==> config.mk <==
export PLATFORM = sky130hd
export DESIGN_NAME = glyph_row_to_framebuffer_pixels_unit
export DESIGN_NICKNAME = d
export VERILOG_FILES = /design/src/sv/gr2fb_pkg.sv /design/src/sv/gr2fb_colour.sv /design/src/sv/gr2fb_lane.sv /design/src/sv/gr2fb_serializer.sv /design/src/sv/glyph_row_to_framebuffer_pixels_unit.sv
export SDC_FILE = /design/constraint.sdc
export NUM_CORES = 2
export LEC_CHECK = 0
export BUFFER_PORTS_ARGS = -buffer_cell sky130_fd_sc_hd__buf_2
export CORE_ASPECT_RATIO = 1.75
export CORE_UTILIZATION = 65
export CTS_CLUSTER_SIZE = 20
export DETAILED_ROUTE_END_ITERATION = 8
export PLACE_DENSITY = 0.84
export SYNTH_ARGS = -nofsm -noshare
export SYNTH_HDL_FRONTEND = slang
export SYNTH_SLANG_ARGS = --single-unit
==> constraint.sdc <==
create_clock -name clk -period 26.4 [get_ports clk]
set_input_delay 5.28 -clock clk [delete_from_list [all_inputs] [get_ports clk]]
set_output_delay 5.28 -clock clk [all_outputs]
set_load 0.005 [all_outputs]
==> src/sv/gr2fb_pkg.sv <==
// shared types, constants and palette for the glyph row pixel writer
`default_nettype none
package gr2fb_pkg;

  localparam int GLYPH_WIDTH    = 8;
  localparam int GLYPH_HEIGHT   = 16;
  localparam int MAX_LINE_WIDTH = 4096;

  localparam int LINE_W   = 13;
  localparam int BPP_W    = 3;
  localparam int SIZE_W   = 4;
  localparam int POS_W    = 5;
  localparam int COORD_W  = 12;
  localparam int ROW_W    = 4;
  localparam int Y_W      = 13;
  localparam int OFFSET_W = 26;
  localparam int WORD_W   = 32;
  localparam int LANE_W   = $clog2(GLYPH_WIDTH);
  localparam int CNT_W    = $clog2(GLYPH_WIDTH + 1);
  localparam int CFG_IDX_W  = 3;
  localparam int CFG_DATA_W = 13;

  typedef logic [CFG_IDX_W-1:0] cfg_index_t;

  localparam cfg_index_t REG_LINE_WIDTH     = 3'd0;
  localparam cfg_index_t REG_BYTES_PER_PIX  = 3'd1;
  localparam cfg_index_t REG_RED_SIZE       = 3'd2;
  localparam cfg_index_t REG_GREEN_SIZE     = 3'd3;
  localparam cfg_index_t REG_BLUE_SIZE      = 3'd4;
  localparam cfg_index_t REG_RED_POSITION   = 3'd5;
  localparam cfg_index_t REG_GREEN_POSITION = 3'd6;
  localparam cfg_index_t REG_BLUE_POSITION  = 3'd7;

  typedef struct packed {
    logic [LINE_W-1:0] line_width_pixels;
    logic [BPP_W-1:0]  bytes_per_pixel;
    logic [SIZE_W-1:0] red_size;
    logic [SIZE_W-1:0] green_size;
    logic [SIZE_W-1:0] blue_size;
    logic [POS_W-1:0]  red_position;
    logic [POS_W-1:0]  green_position;
    logic [POS_W-1:0]  blue_position;
  } cfg_t;

  typedef struct packed {
    logic [OFFSET_W-1:0] byte_offset;
    logic [WORD_W-1:0]   pixel_word;
  } lane_t;

  // 16 colour palette as {red, green, blue}
  function automatic logic [23:0] palette_rgb(input logic [3:0] idx);
    logic [23:0] rgb;
    case (idx)
      4'h0:    rgb = 24'h000000;
      4'h1:    rgb = 24'h0000A8;
      4'h2:    rgb = 24'h00A800;
      4'h3:    rgb = 24'h00A8A8;
      4'h4:    rgb = 24'hA80000;
      4'h5:    rgb = 24'hA800A8;
      4'h6:    rgb = 24'hA85700;
      4'h7:    rgb = 24'hA8A8A8;
      4'h8:    rgb = 24'h575757;
      4'h9:    rgb = 24'h5757FF;
      4'hA:    rgb = 24'h57FF57;
      4'hB:    rgb = 24'h57FFFF;
      4'hC:    rgb = 24'hFF5757;
      4'hD:    rgb = 24'hFF57FF;
      4'hE:    rgb = 24'hFFFF57;
      4'hF:    rgb = 24'hFFFFFF;
      default: rgb = 24'h000000;
    endcase
    return rgb;
  endfunction

endpackage
`default_nettype wire

==> src/sv/gr2fb_colour.sv <==
// palette lookup and packing of one colour into a pixel word
`default_nettype none
module gr2fb_colour (
  input  wire logic [3:0]                       idx,
  input  wire gr2fb_pkg::cfg_t                  cfg,
  output logic [gr2fb_pkg::WORD_W-1:0]          word
);

  function automatic logic [gr2fb_pkg::WORD_W-1:0] place(
    input logic [7:0]                      value,
    input logic [gr2fb_pkg::SIZE_W-1:0]    size,
    input logic [gr2fb_pkg::POS_W-1:0]     pos
  );
    logic [gr2fb_pkg::SIZE_W-1:0]  keep;
    logic [gr2fb_pkg::WORD_W-1:0]  field;
    // sizes above eight keep the whole byte, size zero shifts everything out
    keep  = (size > 4'd8) ? 4'd8 : size;
    field = {24'b0, value >> (4'd8 - keep)};
    return field << pos;
  endfunction

  logic [23:0] rgb;

  always_comb begin
    rgb  = gr2fb_pkg::palette_rgb(idx);
    word = place(rgb[23:16], cfg.red_size,   cfg.red_position)
         | place(rgb[15:8],  cfg.green_size, cfg.green_position)
         | place(rgb[7:0],   cfg.blue_size,  cfg.blue_position);
  end

endmodule
`default_nettype wire

==> src/sv/gr2fb_lane.sv <==
// one pixel lane: byte offset and colour choice for one column of the row
`default_nettype none
module gr2fb_lane (
  input  wire logic [gr2fb_pkg::OFFSET_W-1:0] row_base,
  input  wire logic [gr2fb_pkg::COORD_W-1:0]  cell_x,
  input  wire logic [gr2fb_pkg::LANE_W-1:0]   lane_index,
  input  wire logic [gr2fb_pkg::BPP_W-1:0]    bytes_per_pixel,
  input  wire logic                           glyph_bit,
  input  wire logic [gr2fb_pkg::WORD_W-1:0]   fg_word,
  input  wire logic [gr2fb_pkg::WORD_W-1:0]   bg_word,
  output gr2fb_pkg::lane_t                    result
);

  logic [gr2fb_pkg::OFFSET_W-1:0] pixel_index;

  always_comb begin
    pixel_index = row_base
                + {{(gr2fb_pkg::OFFSET_W-gr2fb_pkg::COORD_W){1'b0}}, cell_x}
                + {{(gr2fb_pkg::OFFSET_W-gr2fb_pkg::LANE_W){1'b0}}, lane_index};
    // wraps modulo 2^26
    result.byte_offset = pixel_index
                       * {{(gr2fb_pkg::OFFSET_W-gr2fb_pkg::BPP_W){1'b0}}, bytes_per_pixel};
    result.pixel_word  = glyph_bit ? fg_word : bg_word;
  end

endmodule
`default_nettype wire

==> src/sv/gr2fb_serializer.sv <==
// merge stage: holds the eight lane results and sends one write per cycle
`default_nettype none
module gr2fb_serializer (
  input  wire logic                            clk,
  input  wire logic                            rst,
  input  wire logic                            load,
  input  wire gr2fb_pkg::lane_t                lanes [gr2fb_pkg::GLYPH_WIDTH],
  input  wire logic [gr2fb_pkg::BPP_W-1:0]     bytes_per_pixel,
  output logic                                 can_load,
  output logic                                 result_valid,
  output logic [gr2fb_pkg::OFFSET_W-1:0]       byte_offset,
  output logic [gr2fb_pkg::WORD_W-1:0]         pixel_word,
  output logic [gr2fb_pkg::BPP_W-1:0]          byte_count,
  output logic                                 last_pixel
);

  localparam int N = gr2fb_pkg::GLYPH_WIDTH;

  gr2fb_pkg::lane_t               bank [N];
  logic [gr2fb_pkg::BPP_W-1:0]    count_bytes;
  logic [gr2fb_pkg::CNT_W-1:0]    remaining;
  logic [gr2fb_pkg::CNT_W-1:0]    remaining_next;

  // a new row may enter while the last write of the previous one goes out
  assign can_load = (remaining <= gr2fb_pkg::CNT_W'(1));

  always_comb begin
    if (load) begin
      remaining_next = gr2fb_pkg::CNT_W'(N);
    end else if (remaining != '0) begin
      remaining_next = remaining - gr2fb_pkg::CNT_W'(1);
    end else begin
      remaining_next = remaining;
    end
  end

  always_ff @(posedge clk) begin
    if (rst) begin
      remaining <= '0;
    end else begin
      remaining <= remaining_next;
    end
  end

  always_ff @(posedge clk) begin
    if (load) begin
      for (int k = 0; k < N; k++) begin
        bank[k] <= lanes[k];
      end
      count_bytes <= bytes_per_pixel;
    end else if (remaining != '0) begin
      for (int k = 0; k < N - 1; k++) begin
        bank[k] <= bank[k + 1];
      end
    end
  end

  assign result_valid = (remaining != '0);
  assign byte_offset  = bank[0].byte_offset;
  assign pixel_word   = bank[0].pixel_word;
  assign byte_count   = count_bytes;
  assign last_pixel   = (remaining == gr2fb_pkg::CNT_W'(1));

`ifndef SYNTHESIS
  a_writes_in_a_row: assert property (@(posedge clk) disable iff (rst)
    (result_valid && !last_pixel) |=> result_valid)
    else $error("row writes broken up");

  a_count_down: assert property (@(posedge clk) disable iff (rst)
    (remaining > gr2fb_pkg::CNT_W'(1))
      |=> (remaining == $past(remaining) - gr2fb_pkg::CNT_W'(1)))
    else $error("write counter skipped");
`endif

endmodule
`default_nettype wire

==> src/sv/glyph_row_to_framebuffer_pixels_unit.sv <==
// glyph row to framebuffer pixel writes, top level
//
//  channel   direction  transfer                   payload
//  command   in         start && !busy             glyph_bits attribute cell_x cell_y glyph_row
//  result    out        result_valid, every cycle  byte_offset pixel_word byte_count last_pixel
//  config    in         cfg_we                     cfg_index cfg_data
//
// a row passes input capture, stage 2 and the write bank before its first write, then gives eight writes
// the sustained row rate is set by the single write per cycle at the output
// stages: input capture, row multiply and colour packing, eight lanes into the write bank
// rst is synchronous; after it the config registers hold their default mode
// results cannot be held off; busy stalls commands while both stages hold a row and the bank is still draining
// rows with bytes_per_pixel of 0 or above 4 are taken and dropped
`default_nettype none
module glyph_row_to_framebuffer_pixels_unit (
  input  wire logic                                  clk,
  input  wire logic                                  rst,
  input  wire logic                                  start,
  output logic                                       busy,
  input  wire logic [7:0]                            glyph_bits,
  input  wire logic [7:0]                            attribute,
  input  wire logic [gr2fb_pkg::COORD_W-1:0]         cell_x,
  input  wire logic [gr2fb_pkg::COORD_W-1:0]         cell_y,
  input  wire logic [gr2fb_pkg::ROW_W-1:0]           glyph_row,
  output logic                                       result_valid,
  output logic [gr2fb_pkg::OFFSET_W-1:0]             byte_offset,
  output logic [gr2fb_pkg::WORD_W-1:0]               pixel_word,
  output logic [gr2fb_pkg::BPP_W-1:0]                byte_count,
  output logic                                       last_pixel,
  input  wire logic                                  cfg_we,
  input  wire logic [gr2fb_pkg::CFG_IDX_W-1:0]       cfg_index,
  input  wire logic [gr2fb_pkg::CFG_DATA_W-1:0]      cfg_data
);

  localparam int N = gr2fb_pkg::GLYPH_WIDTH;

  gr2fb_pkg::cfg_t cfg;

  always_ff @(posedge clk) begin
    if (rst) begin
      cfg.line_width_pixels <= gr2fb_pkg::LINE_W'(640);
      cfg.bytes_per_pixel   <= gr2fb_pkg::BPP_W'(4);
      cfg.red_size          <= gr2fb_pkg::SIZE_W'(8);
      cfg.green_size        <= gr2fb_pkg::SIZE_W'(8);
      cfg.blue_size         <= gr2fb_pkg::SIZE_W'(8);
      cfg.red_position      <= gr2fb_pkg::POS_W'(16);
      cfg.green_position    <= gr2fb_pkg::POS_W'(8);
      cfg.blue_position     <= gr2fb_pkg::POS_W'(0);
    end else if (cfg_we) begin
      case (cfg_index)
        gr2fb_pkg::REG_LINE_WIDTH:     cfg.line_width_pixels <= cfg_data;
        gr2fb_pkg::REG_BYTES_PER_PIX:  cfg.bytes_per_pixel   <= cfg_data[2:0];
        gr2fb_pkg::REG_RED_SIZE:       cfg.red_size          <= cfg_data[3:0];
        gr2fb_pkg::REG_GREEN_SIZE:     cfg.green_size        <= cfg_data[3:0];
        gr2fb_pkg::REG_BLUE_SIZE:      cfg.blue_size         <= cfg_data[3:0];
        gr2fb_pkg::REG_RED_POSITION:   cfg.red_position      <= cfg_data[4:0];
        gr2fb_pkg::REG_GREEN_POSITION: cfg.green_position    <= cfg_data[4:0];
        gr2fb_pkg::REG_BLUE_POSITION:  cfg.blue_position     <= cfg_data[4:0];
        default: ;
      endcase
    end
  end

  // handshake and stage control
  logic accept;
  logic bpp_ok;
  logic s1_valid;
  logic s1_valid_next;
  logic s2_valid;
  logic s2_valid_next;
  logic s2_free;
  logic bank_load;
  logic can_load;

  // stage 1 payload
  logic [7:0]                      s1_bits;
  logic [7:0]                      s1_attr;
  logic [gr2fb_pkg::COORD_W-1:0]   s1_cx;
  logic [gr2fb_pkg::Y_W-1:0]       s1_y;

  // stage 2 payload
  logic [7:0]                       s2_bits;
  logic [gr2fb_pkg::COORD_W-1:0]    s2_cx;
  logic [gr2fb_pkg::OFFSET_W-1:0]   s2_row_base;
  logic [gr2fb_pkg::WORD_W-1:0]     s2_fg;
  logic [gr2fb_pkg::WORD_W-1:0]     s2_bg;

  logic [gr2fb_pkg::LINE_W-1:0]     stride;
  logic [gr2fb_pkg::WORD_W-1:0]     fg_word;
  logic [gr2fb_pkg::WORD_W-1:0]     bg_word;
  gr2fb_pkg::lane_t                 lane_results [N];

  assign bpp_ok    = (cfg.bytes_per_pixel != '0)
                   && (cfg.bytes_per_pixel <= gr2fb_pkg::BPP_W'(4));
  assign bank_load = s2_valid && can_load;
  assign s2_free   = !s2_valid || can_load;
  assign busy      = s1_valid && !s2_free;
  assign accept    = start && !busy;

  always_comb begin
    if (accept) begin
      s1_valid_next = bpp_ok;
    end else if (s2_free) begin
      s1_valid_next = 1'b0;
    end else begin
      s1_valid_next = s1_valid;
    end
    if (s2_free) begin
      s2_valid_next = s1_valid;
    end else begin
      s2_valid_next = s2_valid;
    end
  end

  always_ff @(posedge clk) begin
    if (rst) begin
      s1_valid <= 1'b0;
      s2_valid <= 1'b0;
    end else begin
      s1_valid <= s1_valid_next;
      s2_valid <= s2_valid_next;
    end
  end

  always_ff @(posedge clk) begin
    if (accept) begin
      // rows past the glyph height draw background only
      s1_bits <= (int'(glyph_row) < gr2fb_pkg::GLYPH_HEIGHT) ? glyph_bits : 8'h00;
      s1_attr <= attribute;
      s1_cx   <= cell_x;
      s1_y    <= {1'b0, cell_y} + {{(gr2fb_pkg::Y_W-gr2fb_pkg::ROW_W){1'b0}}, glyph_row};
    end
  end

  assign stride = (cfg.line_width_pixels > gr2fb_pkg::LINE_W'(gr2fb_pkg::MAX_LINE_WIDTH))
                ? gr2fb_pkg::LINE_W'(gr2fb_pkg::MAX_LINE_WIDTH)
                : cfg.line_width_pixels;

  gr2fb_colour u_fg_colour (
    .idx  (s1_attr[3:0]),
    .cfg  (cfg),
    .word (fg_word)
  );

  gr2fb_colour u_bg_colour (
    .idx  (s1_attr[7:4]),
    .cfg  (cfg),
    .word (bg_word)
  );

  always_ff @(posedge clk) begin
    if (s2_free) begin
      s2_bits     <= s1_bits;
      s2_cx       <= s1_cx;
      s2_row_base <= {{(gr2fb_pkg::OFFSET_W-gr2fb_pkg::Y_W){1'b0}}, s1_y}
                   * {{(gr2fb_pkg::OFFSET_W-gr2fb_pkg::LINE_W){1'b0}}, stride};
      s2_fg       <= fg_word;
      s2_bg       <= bg_word;
    end
  end

  for (genvar i = 0; i < N; i++) begin : g_lane
    gr2fb_lane u_lane (
      .row_base        (s2_row_base),
      .cell_x          (s2_cx),
      .lane_index      (gr2fb_pkg::LANE_W'(i)),
      .bytes_per_pixel (cfg.bytes_per_pixel),
      .glyph_bit       (s2_bits[N - 1 - i]),
      .fg_word         (s2_fg),
      .bg_word         (s2_bg),
      .result          (lane_results[i])
    );
  end

  gr2fb_serializer u_serializer (
    .clk             (clk),
    .rst             (rst),
    .load            (bank_load),
    .lanes           (lane_results),
    .bytes_per_pixel (cfg.bytes_per_pixel),
    .can_load        (can_load),
    .result_valid    (result_valid),
    .byte_offset     (byte_offset),
    .pixel_word      (pixel_word),
    .byte_count      (byte_count),
    .last_pixel      (last_pixel)
  );

`ifndef SYNTHESIS
  a_busy_means_held: assert property (@(posedge clk) disable iff (rst)
    busy |-> (s1_valid && s2_valid && !can_load))
    else $error("busy without a held row");

  a_row_enters: assert property (@(posedge clk) disable iff (rst)
    (accept && bpp_ok) |=> s1_valid)
    else $error("transferred row lost at capture");
`endif

endmodule
`default_nettype wire
Word level (Yosys, flattened, before mapping)
Memories as Yosys holds them, arrays and structs flattened. A register that Yosys moved wholly into a read port is not among the register bits.
Index checks and enable logic that the tools add are counted.
{"block": "word_totals", "register_bits": 203, "latch_bits": 0, "ramBits": 464, "romBits": 768, "in_bits": 64, "output_inout_bits": 64, "wordCells": 136, "n_memories": 3}
{"block": "op_classes", "add_sub_neg": 13, "n_mul": 9, "n_div": 0, "order_cmp": 6, "eq_ne": 8, "n_shift": 12, "muxes": 30, "bitwise": 11, "n_reduce_logical": 22}
{"name": "u_serializer.bank", "words": 8, "word_bits": 58, "read_ports": 8, "rd_clocked_by_memory_dff": 0, "write_ports": 8, "line": "gr2fb_serializer.sv:19", "rtl": "gr2fb_pkg::lane_t bank [N];"}
{"name": "(name not given)", "words": 16, "word_bits": 24, "read_ports": 1, "rd_clocked_by_memory_dff": 1, "write_ports": 0, "line": "gr2fb_pkg.sv:53", "rtl": "case (idx)"}
{"name": "(name not given)", "words": 16, "word_bits": 24, "read_ports": 1, "rd_clocked_by_memory_dff": 1, "write_ports": 0, "line": "gr2fb_pkg.sv:53"}
{"op": "$mux W58", "count": 7}
{"op": "$mux W32", "count": 8}
{"op": "$mul A26 B3 Y26", "count": 8}
{"op": "$shl A8 B5 Y32", "count": 6}
{"op": "$or A32 B32 Y32", "count": 4}
{"op": "$add A26 B3 Y26 const B", "count": 4}
{"op": "$add A26 B2 Y26 const B", "count": 2}
{"op": "$shr A8 B4 Y8", "count": 6}
{"op": "$mux W4", "count": 7}
{"op": "$add A26 B1 Y26 const B", "count": 1}
{"op": "$add A26 B12 Y26", "count": 1}
{"op": "$mul A13 B13 Y26", "count": 1}
{"op": "$reduce_and A2 Y1", "count": 8}
{"op": "$add A12 B4 Y13", "count": 1}
{"op": "$gt A13 B13 Y1 const B", "count": 1}
{"op": "$mux W13", "count": 1}
{"op": "$eq A3 B3 Y1 const B", "count": 4}
{"op": "$gt A4 B4 Y1 const B", "count": 3}
{"op": "$sub A4 B4 Y4 const A", "count": 3}
{"op": "$mux W1", "count": 7}
{"op": "$or A1 B1 Y1", "count": 7}
{"op": "$eq A3 B2 Y1 const B", "count": 2}
{"op": "$eq A4 B1 Y1 const B", "count": 1}
{"op": "$le A4 B1 Y1 const B", "count": 1}
{"op": "other kinds (11)", "count": 17}

Logic depth before layout (Yosys ltp)
{"block": "depth", "depth_word": 7, "mapped_depth": 29, "depth_no_buf": 28}

Modules after synthesis
A second synthesis with hierarchy kept.
{"block": "hier_totals", "hier_cells": 6864, "hier_area_um2": 68101.6}
{"module": "gr2fb_serializer", "instances": 1, "cells_per_inst": 1004, "area_per_inst_um2": 21146.5, "seq_area_each_um2": 14103.5}
{"module": "gr2fb_lane at g_lane[2].u_lane ...", "instances": 4, "cells_per_inst": 467, "area_per_inst_um2": 3499.6, "seq_area_each_um2": 0.0}
{"module": "glyph_row_to_framebuffer_pixels_unit", "instances": 1, "cells_per_inst": 1067, "area_per_inst_um2": 12305.6, "seq_area_each_um2": 5435.2}
{"module": "gr2fb_colour at u_fg_colour", "instances": 1, "cells_per_inst": 573, "area_per_inst_um2": 3719.8, "seq_area_each_um2": 0.0}
{"module": "gr2fb_lane at g_lane[5].u_lane", "instances": 1, "cells_per_inst": 477, "area_per_inst_um2": 3507.1, "seq_area_each_um2": 0.0}
{"module": "gr2fb_lane at g_lane[1].u_lane", "instances": 1, "cells_per_inst": 454, "area_per_inst_um2": 3414.5, "seq_area_each_um2": 0.0}
{"module": "gr2fb_lane at g_lane[6].u_lane", "instances": 1, "cells_per_inst": 457, "area_per_inst_um2": 3389.5, "seq_area_each_um2": 0.0}
{"module": "gr2fb_lane at g_lane[0].u_lane", "instances": 1, "cells_per_inst": 443, "area_per_inst_um2": 3382.0, "seq_area_each_um2": 0.0}
{"module": "gr2fb_colour at u_bg_colour", "instances": 1, "cells_per_inst": 521, "area_per_inst_um2": 3238.1, "seq_area_each_um2": 0.0}

Worst setup path after synthesis
No wires, ideal clock.
{"block": "synth_timing", "path_type": "flip-flop to flip-flop", "startpoint": "register u_serializer.remaining[0] in the netlist's numbering", "endpoint": "memory u_serializer.bank[0][0] in the netlist's numbering (enable)", "setup_time_ns": 3.963, "t_arrival_ns": 10.536, "required_ns": 22.437, "path_slack_ns": 11.901, "stages_incl_launch_ff": 8, "n_path_buf": 2, "period_less_slack_ns": 14.499, "path_cell_list": "dfxtp_1 -> inv_1 -> ha_1 -> o21a_1 -> nand2_1 -> clkbuf_1 -> clkbuf_1 -> nand3_1"}
{"element": "start: declaration", "line": "gr2fb_serializer.sv:21", "rtl": "logic [gr2fb_pkg::CNT_W-1:0] remaining;"}
{"element": "start signal: assignment", "line": "gr2fb_serializer.sv:41", "rtl": "remaining <= remaining_next;"}
{"element": "end: declaration", "line": "gr2fb_serializer.sv:19"}

==> qor.yml <==
yosys:
  synth-async-reset-ratio_pct: 0
  synth_cell_type_count: 103
  syn_inst: 6425
  synth_edf_count: 618
  synth_seq_cells: 677
  ys_seq_area_share_pct: 34.10
  synthFlopType: "edfxtp_1"
  synth_nets: 7096
  synth_warnings: 0
  synth_area_per_cell_um2: 9.010
  synth_area_um2: 57890
clocking:
  clockBufferDepth: 3
  hold_buffers: 0
  cts_buffers: 68
  cts_resized: 0
  root_buffer: "clkbuf_16"
  clk_latency_ns: 0.70
  cts_tree: "yes"
  clkSlewWorstSetupHoldPaths_ns: 0.06
  clock_sinks: 677
  cts_setup_buffers: 0
  htree_num_levels: 3
status:
  run_status: "completed"
sta:
  hold_viol_final: 0
  fin_tns_setup_ns: 0
  setup_slack_ns: 18.03
  fin_crit_sh_pct: 31.71
  max_clock_freq_mhz: 119.4
  rsz0062_at_grt: "false"
  tightest_slew_ns: 1.398
  fin_skew_ns: 0.04093
  slew_headroom_pct: 6.080
  period_minus_slack_ns: 8.372
  slew_violations: 0
  setup_violations: 0
die:
  start_util_pct: 65.71
  die_y_um: 396.8
  design.core.area_um2: 88100
  die_w_um: 227.6
  ios: 128
  floorplan.die_area_um2: 90300
  rows: 144
layout:
  postLayoutCellArea_um2: 60990
  post_route_cells_drive_above_1_share_pct: 6.896
  fin_cells: 7506
  nets: 6959
  area_growth_pct: 5.349
  fillers: 6777
critical_path:
  end_kind: "flip-flop"
  required_ns: 26.83
  cp-start-kind: "flip-flop"
  crit_fanout: 18
  path_class: "flip-flop to flip-flop"
  arrival_ns: 8.80
placed_design:
  place_area_um2: 58860
  place_congestion: 1.103
  dp_hpwl_um: 134600
  portBuffers: 127
  dp_cells: 7386
  post-place-ws_ns: 18.59
routing:
  drtIter0Drc: 3993
  num_vias: 47050
  drtPass1Iterations: 7
  antenna_left: 0
  drt_wl_total_um: 181600
  via_per_inst: 6.269
  wl_per_cell_um: 24.20
  drcViolationCount: 0
run:
  max_cap_viol_count: 0
pwr:
  power_density_nw_per_um2: 117.9
  leakagePower_nw: 26.93
  vdd_drop_max_mv: 0.1220
grt:
  grt_use_total_pct: 40.75
  grt_pass1_vias: 47810
  antenna_found_initial: 4
  grt_pass1_wl_um: 273500
  gr-total-overflow: 0
  grt_max_degree: 166
worst_hold_path:
  hold_class: "flip-flop to flip-flop"
## sequential cells by signal, summed over array words and instances, names as in the netlist, 3 cells and up
register and flops:
cfg 43, s1_attr 8, s1_bits 8, s1_cx 12, s1_y 13, s2_bg 32, s2_bits 8, s2_cx 12
s2_fg 32, s2_row_base 26, u_bg_colour.rgb 5, u_fg_colour.rgb 5, u_serializer.bank 464, u_serializer.byte_count 3, u_serializer.remaining 4
## report_power, final
part | total, mW | internal (mW) | switching (mW)
Sequential | 2.19 | 1.95 | 0.240
Clock | 0.973 | 0.524 | 0.450
Combinational | 4.03 | 1.28 | 2.76
Total | 7.19 | 3.75 | 3.45
## area by class of cell
cell class	count	area [µm²]	share of cell area, %
clock buffer	86	1821	2.985
sequential	677	19750	32.38
clock inverter	33	301.5	0.4944
timing repair buffer	197	1174	1.924
multi-input combinational	4726	34160	56.01
antenna	1	2.502	0.004103
tap	1168	1461	2.396
inverter	618	2321	3.806
## synthesized netlist by cell type (21+ instances only)
master,number,share of area [%]
nand2_1,1252,8.1
edfxtp_1,618,32
inv_1,612,4.0
o21ai_0,443,3.8
nor2_1,408,2.6
mux2i_1,327,5.7
fa_1,315,11
ha_1,292,6.3
clkbuf_1,270,1.8
a21oi_1,262,2.3
xnor2_1,233,3.5
xor2_1,131,2.0
and2_1,107,1.2
nor3_1,103,0.89
nand3_1,82,0.71
a21o_1,71,0.92
nor2b_1,63,0.68
nand2b_1,62,0.67
buf_1,61,0.40
mux2_2,61,1.2
buf_4,60,0.78
dfxtp_1,59,2.0
and3_1,37,0.40
a211oi_1,28,0.36
o31ai_1,28,0.36
a22oi_1,26,0.34
a31oi_1,26,0.28
o221ai_1,24,0.36
or3_1,24,0.26
o21a_1,23,0.30
o21bai_1,22,0.29
o22ai_1,21,0.23
## worst max-delay path, stage by stage (launching register included)
cell      delay [ns]
edfxtp_1        0.37
ha_1            0.25
fa_1            0.44
buf_4           0.24
inv_1           0.27
ha_1            0.56
inv_1           0.30
a21oi_1         0.73
nor2_1          0.26
nand2_1         0.22
nor2_1          0.13
xnor2_1         0.65
nand2_1         0.19
fa_1            0.57
inv_1           0.04
ha_1            0.22
or3_1           0.41
a211oi_1        0.28
o21bai_1        0.17
a21oi_1         0.37
o21ai_0         0.23
and4_1          0.27
o31a_1          0.29
o21ai_0         0.18
a21oi_1         0.09
xnor3_1         0.34
## final timing paths
check,slack [ns],start,endpoint,cells past startpoint
max,18.03,s2_cx[0],u_serializer.bank[3][115],25
max reg2reg,18.03,s2_cx[0],u_serializer.bank[3][115],25
min reg2reg,0.42,s1_cx[0],s2_cx[0],0
min,0.42,s1_cx[0],s2_cx[0],0
## kinds of logic (layout without fill, tap and decap cells)
| logic type | count (synthesis) | count (layout) | share of synthesized area [%] |
|---|---|---|---|
| AND/OR/NAND/NOR | 2234 | 2234 | 16.90 |
| AO/OA/AOI/OAI | 1116 | 1116 | 11.84 |
| buffers and inverters | 1022 | 934 | 7.065 |
| flip-flops | 677 | 677 | 34.10 |
| adder cells (fa/ha/maj) | 607 | 607 | 17.20 |
| multiplexers | 391 | 391 | 6.899 |
| XOR/XNOR | 378 | 378 | 5.996 |
| other | 0 | 1 | 0 |
## cell usage in the layout (no fill, tap or decap), types with 17 or more instances in the layout
cell type	count
inv_1	610
nand3_1	81
nand2_1	1249
o22ai_1	21
nor3_1	102
a21oi_1	261
o21bai_1	22
edfxtp_1	618
and3_1	37
and2_1	107
ha_1	292
a31oi_1	26
mux2i_1	327
mux2_2	61
nand4_1	18
a211oi_1	28
a21o_1	71
xnor2_1	230
nor2b_1	63
o31ai_1	28
o211ai_1	17
dfxtp_1	56
clkbuf_16	69
a22oi_1	26
fa_1	315
o221ai_1	24
nor2_1	408
xor2_1	129
o21ai_0	443
or3_1	24
buf_4	69
buf_2	127
nand2b_1	62
o21a_1	23
## metal layers
metal  routed length [µm]  vias up  GRT usage [%]  part of all wire, %
met3                12110      896          8.429                  6.7
li1                     -    21360              -                    -
met5                   31        -              0                0.017
met4                22180        4          42.16                   12
met2                89570     2006          69.16                   49
met1                57730    22790          39.59                   32
## per-stage QoR
| stage | power [mW] | util, % | hold WS (ns) |
|---|---|---|---|
| 2_1_floorplan | 5.200 | - | 0.4003 |
| 3_3_place_gp | 5.974 | 66.81 | 0.4032 |
| 3_5_place_dp | 6.105 | 66.81 | 0.4068 |
| 4_1_cts | 7.092 | 69.22 | 0.4251 |
| 5_1_grt | 7.643 | 69.22 | 0.4255 |
| 6_report | 7.193 | 69.22 | 0.4234 |
Power figures use the tool's default switching activity.
